**src/hw/rtl/smpq_pkg.sv**
```systemverilog
`default_nettype none
// ----------------------------------------------------------------------------
// smpq_pkg
// types and constants shared by the sorted priority queue cells and top level
// ----------------------------------------------------------------------------
package smpq_pkg;

    localparam int DEPTH       = 64;
    localparam int KEY_BITS    = 32;
    localparam int HANDLE_BITS = 16;
    localparam int COUNT_BITS  = $clog2(DEPTH + 1);

    typedef enum logic [1:0] {
        OP_INSERT = 2'd0,
        OP_POP    = 2'd1,
        OP_CLEAR  = 2'd2,
        OP_NOP    = 2'd3
    } smpq_op_t;

    typedef enum logic [1:0] {
        ST_OK    = 2'd0,
        ST_EMPTY = 2'd1,
        ST_FULL  = 2'd2
    } smpq_status_t;

    typedef struct packed {
        smpq_op_t               operation;
        logic [KEY_BITS-1:0]    cost_key;
        logic [HANDLE_BITS-1:0] item_handle;
    } smpq_in_t;

    typedef struct packed {
        smpq_status_t           status;
        logic [KEY_BITS-1:0]    out_key;
        logic [HANDLE_BITS-1:0] out_handle;
        logic [COUNT_BITS-1:0]  occupancy;
    } smpq_out_t;

    typedef struct packed {
        logic [KEY_BITS-1:0]    key;
        logic [HANDLE_BITS-1:0] handle;
    } smpq_entry_t;

    typedef struct packed {
        logic ins_en;
        logic pop_en;
        logic occupied;
        logic left_gt;
    } smpq_ctrl_t;

endpackage
`default_nettype wire

```
**src/hw/rtl/smpq_cell.sv**
```systemverilog
`default_nettype none
// ----------------------------------------------------------------------------
// smpq_cell
// one slot of the sorted chain: compares its key with the incoming key and
// keeps, loads the new entry, or takes its left or right neighbor's entry
// ----------------------------------------------------------------------------
module smpq_cell
    import smpq_pkg::*;
(
    input  wire logic        aclk,
    input  wire smpq_ctrl_t  ctrl,
    input  wire smpq_entry_t new_entry,
    input  wire smpq_entry_t left_entry,
    input  wire smpq_entry_t right_entry,
    output smpq_entry_t      entry,
    output logic             gt
);

    smpq_entry_t entry_reg;
    smpq_entry_t entry_next;

    // empty slots count as greater so the new entry lands after every stored key not greater than it
    assign gt = !ctrl.occupied || (entry_reg.key > new_entry.key);

    always_comb begin
        entry_next = entry_reg;
        if (ctrl.ins_en) begin
            if (gt && ctrl.left_gt) begin
                entry_next = left_entry;
            end else if (gt) begin
                entry_next = new_entry;
            end
        end else if (ctrl.pop_en) begin
            entry_next = right_entry;
        end
    end

    always_ff @(posedge aclk) begin
        entry_reg <= entry_next;
    end

    assign entry = entry_reg;

endmodule
`default_nettype wire

```
**config.mk**
```make
export PLATFORM = sky130hd
export DESIGN_NAME = smpq_cell
export DESIGN_NICKNAME = d
export VERILOG_FILES = /design/src/hw/rtl/smpq_pkg.sv /design/src/hw/rtl/smpq_cell.sv
export SDC_FILE = /design/constraint.sdc
export NUM_CORES = 1
export LEC_CHECK = 0
export BUFFER_PORTS_ARGS = -buffer_cell sky130_fd_sc_hd__buf_2
export CAP_MARGIN = 0
export CORE_MARGIN = 2
export CORE_UTILIZATION = 46
export CTS_CLUSTER_SIZE = 8
export DETAILED_ROUTE_END_ITERATION = 10
export PLACE_DENSITY = 0.92
export SETUP_SLACK_MARGIN = 0.15
export SYNTH_ARGS = -nofsm -noshare
export SYNTH_HDL_FRONTEND = slang
export SYNTH_SLANG_ARGS = --single-unit
```
**constraint.sdc**
```tcl
create_clock -name aclk -period 7.12 [get_ports aclk]
set_input_delay 1.068 -clock aclk [delete_from_list [all_inputs] [get_ports aclk]]
set_output_delay 1.068 -clock aclk [all_outputs]
set_load 0.03 [all_outputs]
```
==> impl_metrics.py <==
metrics = {
    "status": {
        "status": "complete, no violations",
    },
    "drt": {
        "wirelength_um": 11440,
        "ant_nets": 0,
        "drtIter0Drc": 178,
        "drc": 0,
        "firstDrtPassIters": 4,
        "via_per_inst": 5.858,
        "dr_total_vias": 3948,
        "wl_per_cell_um": 16.98,
    },
    "worst_setup_path": {
        "critPathTopFamily": "compound AO/OA/AOI/OAI gates",
        "crit_type": "in2out",
        "cp-start-kind": "input pin",
        "crit_chain": "buf_2 > inv_1 > ha_1 > nand4_1 > nor4_2 > o41a_2 > o21ai_0 > nand2_1 > buf_2",
        "cpPeakStageDelay_ns": 0.95,
        "critPathMostFrequentCell": "buf_2",
        "arrival_ns": 4.08,
        "cp_num_buf_inv": 3,
        "rrSetupSlack_ns": 2.70,
        "required_ns": 6.05,
        "critical_path_peak_fanout": 50,
        "cp_slowest_cell": "o41a_2",
        "end_kind": "output port",
    },
    "timing": {
        "setup_tns_ns": 0,
        "fin_hold_ws_ns": 1.119,
        "period_share_pct": 72.26,
        "slew_headroom_pct": 17.17,
        "final.min_clock_period_ns": 5.145,
        "tightest_slew_ns": 1.242,
        "setup_viol": 0,
        "fmax_ghz": 0.1944,
        "hold_viol": 0,
        "finClkSkew_ns": 0.01327,
        "rsz0062_at_grt": "no",
        "slew_viol_final": 0,
        "fin_ws_ns": 1.975,
    },
    "placement": {
        "dp_cells": 666,
        "hpwlAfterDp_um": 8317,
        "dp_slack_ns": 1.997,
        "gp_congestion": 0.7944,
        "portBuffers": 197,
        "placed_area_mm2": 0.004797,
    },
    "power_and_ir_drop": {
        "leakagePower_nw": 2.391,
        "vdd_drop_max_uv": 95.48,
        "power_density_mw_per_mm2": 184.5,
        "p_total_mw": 0.9046,
    },
    "global_routing": {
        "grt.total_usage_pct": 24.40,
        "grt_pass1_vias": 3687,
        "overflow": 0,
        "grt_antenna_before_repair": 0,
        "grt_max_degree": 99,
        "grt_first_pass_wirelength_um": 17260,
    },
    "clocking": {
        "cts_resized": 0,
        "clk_latency_ns": 0.30,
        "cts_buffer_depth": 2,
        "root_buffer": "clkbuf_8",
        "cts_htree_levels": 2,
        "clock_sinks": 48,
        "cts_hold_buf": 0,
        "post_cts_buffers": 0,
        "clk_pin_slew_ns": 0.10,
        "cts_made_buffers": 5,
        "cts_tree": "done",
    },
    "synth": {
        "synth.ff_latch_count": 48,
        "syn_nets": 578,
        "synth_area_mm2": 0.003786,
        "netlist_instances": 397,
        "synth_top_area_share_pct": 38.07,
        "synth_area_leaders": "edfxtp_1, o2111ai_1, ha_1",
        "synth_top_area_cell": "edfxtp_1",
        "syn_avg_cell_area_um2": 9.537,
        "yosysMostFrequentCell": "inv_1",
        "ys.flop_type": "edfxtp_1",
        "synth_commonest_cells": "inv_1, nand2_1, edfxtp_1, o2111ai_1, ha_1",
        "synthArstFlopShare_pct": 0,
        "yosysUniqueCellTypes": 30,
        "synth_edf_count": 48,
        "synth_warnings": 0,
        "ys_seq_area_share_pct": 38.07,
    },
    "final_layout": {
        "stdcell_count": 674,
        "fill_cells": 693,
        "utilization_pct": 60.59,
        "drive_gt1_share_pct": 40.95,
        "area_growth_syn_to_layout_pct": 29.51,
        "largest_reg_flops": 48,
        "nets": 749,
        "fin_area_mm2": 0.004903,
        "diodes": 0,
    },
    "floorplan": {
        "rows": 33,
        "die-area_mm2": 0.008973,
        "ios": 198,
        "die_h_um": 94.73,
        "start_util_pct": 46.78,
        "core_area_mm2": 0.008093,
        "die_w_um": 94.73,
    },
    "min_path": {
        "min_path_type": "in2reg",
    },
    "flow_run": {
        "drv_cap": 0,
    },
}
[worst register-to-register path, delay by kind of cell (launching register included)]
family / cells / cell delay [ns]
adder cells (fa/ha/maj): 1 / 0.35
flip-flops: 1 / 0.44
AND/OR/NAND/NOR: 2 / 0.88
AO/OA/AOI/OAI: 3 / 2.43
[per-layer routing]
layer / track usage (%) / wire (um)
met2: 44.39 / 5971
met1: 29.18 / 4309
met4: 8.092 / 201
met3: 3.911 / 960
met5: 0 / 0
[cells in the final DEF (no fill, tap or decap), types with 2 or more instances in the layout]
cell       netlist  layout
a21o_1           3       3
a21oi_1         12      12
a31oi_4          0       2
buf_2            6     196
buf_4            1       4
clkbuf_8         0       5
clkinv_1         0       2
edfxtp_1        48      48
ha_1            32      32
inv_1           82      82
nand2_1         56      56
nand3_1          5       4
nand4_1          8       8
nor2_1           2       2
o2111ai_1       48      48
o21ai_0          3       3
o221ai_1        28      28
o221ai_2        20      20
[layout make-up]
class	count	area (um^2)	area share, %
well taps	105	131.4	2.679
repair buffers	200	1011	20.62
inverters	82	307.8	6.277
clock buffers	5	68.82	1.403
clock inverters	3	37.54	0.7655
multi-input cells	231	1906	38.86
flip-flops and latches	48	1441	29.40
[final timing paths]
kind / startpoint / endpoint / cells past startpoint
worst max register to register: entry[46]$_DFFE_PP_ / entry[6]$_DFFE_PP_ / 6
worst max-delay path: new_entry[46] / gt / 9
worst min register to register: entry[47]$_DFFE_PP_ / entry[9]$_DFFE_PP_ / 5
worst min-delay path: right_entry[36] / entry[36]$_DFFE_PP_ / 3
[power breakdown]
| group | internal [mW] | leakage, nW | total [mW] | switching [mW] |
|---|---|---|---|---|
| sequential | 0.359 | 0.490 | 0.377 | 0.0182 |
| clock | 0.103 | 0.0532 | 0.196 | 0.0938 |
| combinational | 0.115 | 1.85 | 0.331 | 0.216 |
| total | 0.576 | 2.39 | 0.905 | 0.328 |
[cells by family (layout without fill, tap and decap cells)]
kind of cell / count (synthesis) / count (layout) / synth area share (%)
compound gates: 124 / 124 / 30.24
buf+inv: 118 / 290 / 12.59
simple gates: 75 / 75 / 8.526
flops: 48 / 48 / 38.07
fa+ha+maj: 32 / 32 / 10.57
No activity file was read; power rests on OpenSTA's default activity.
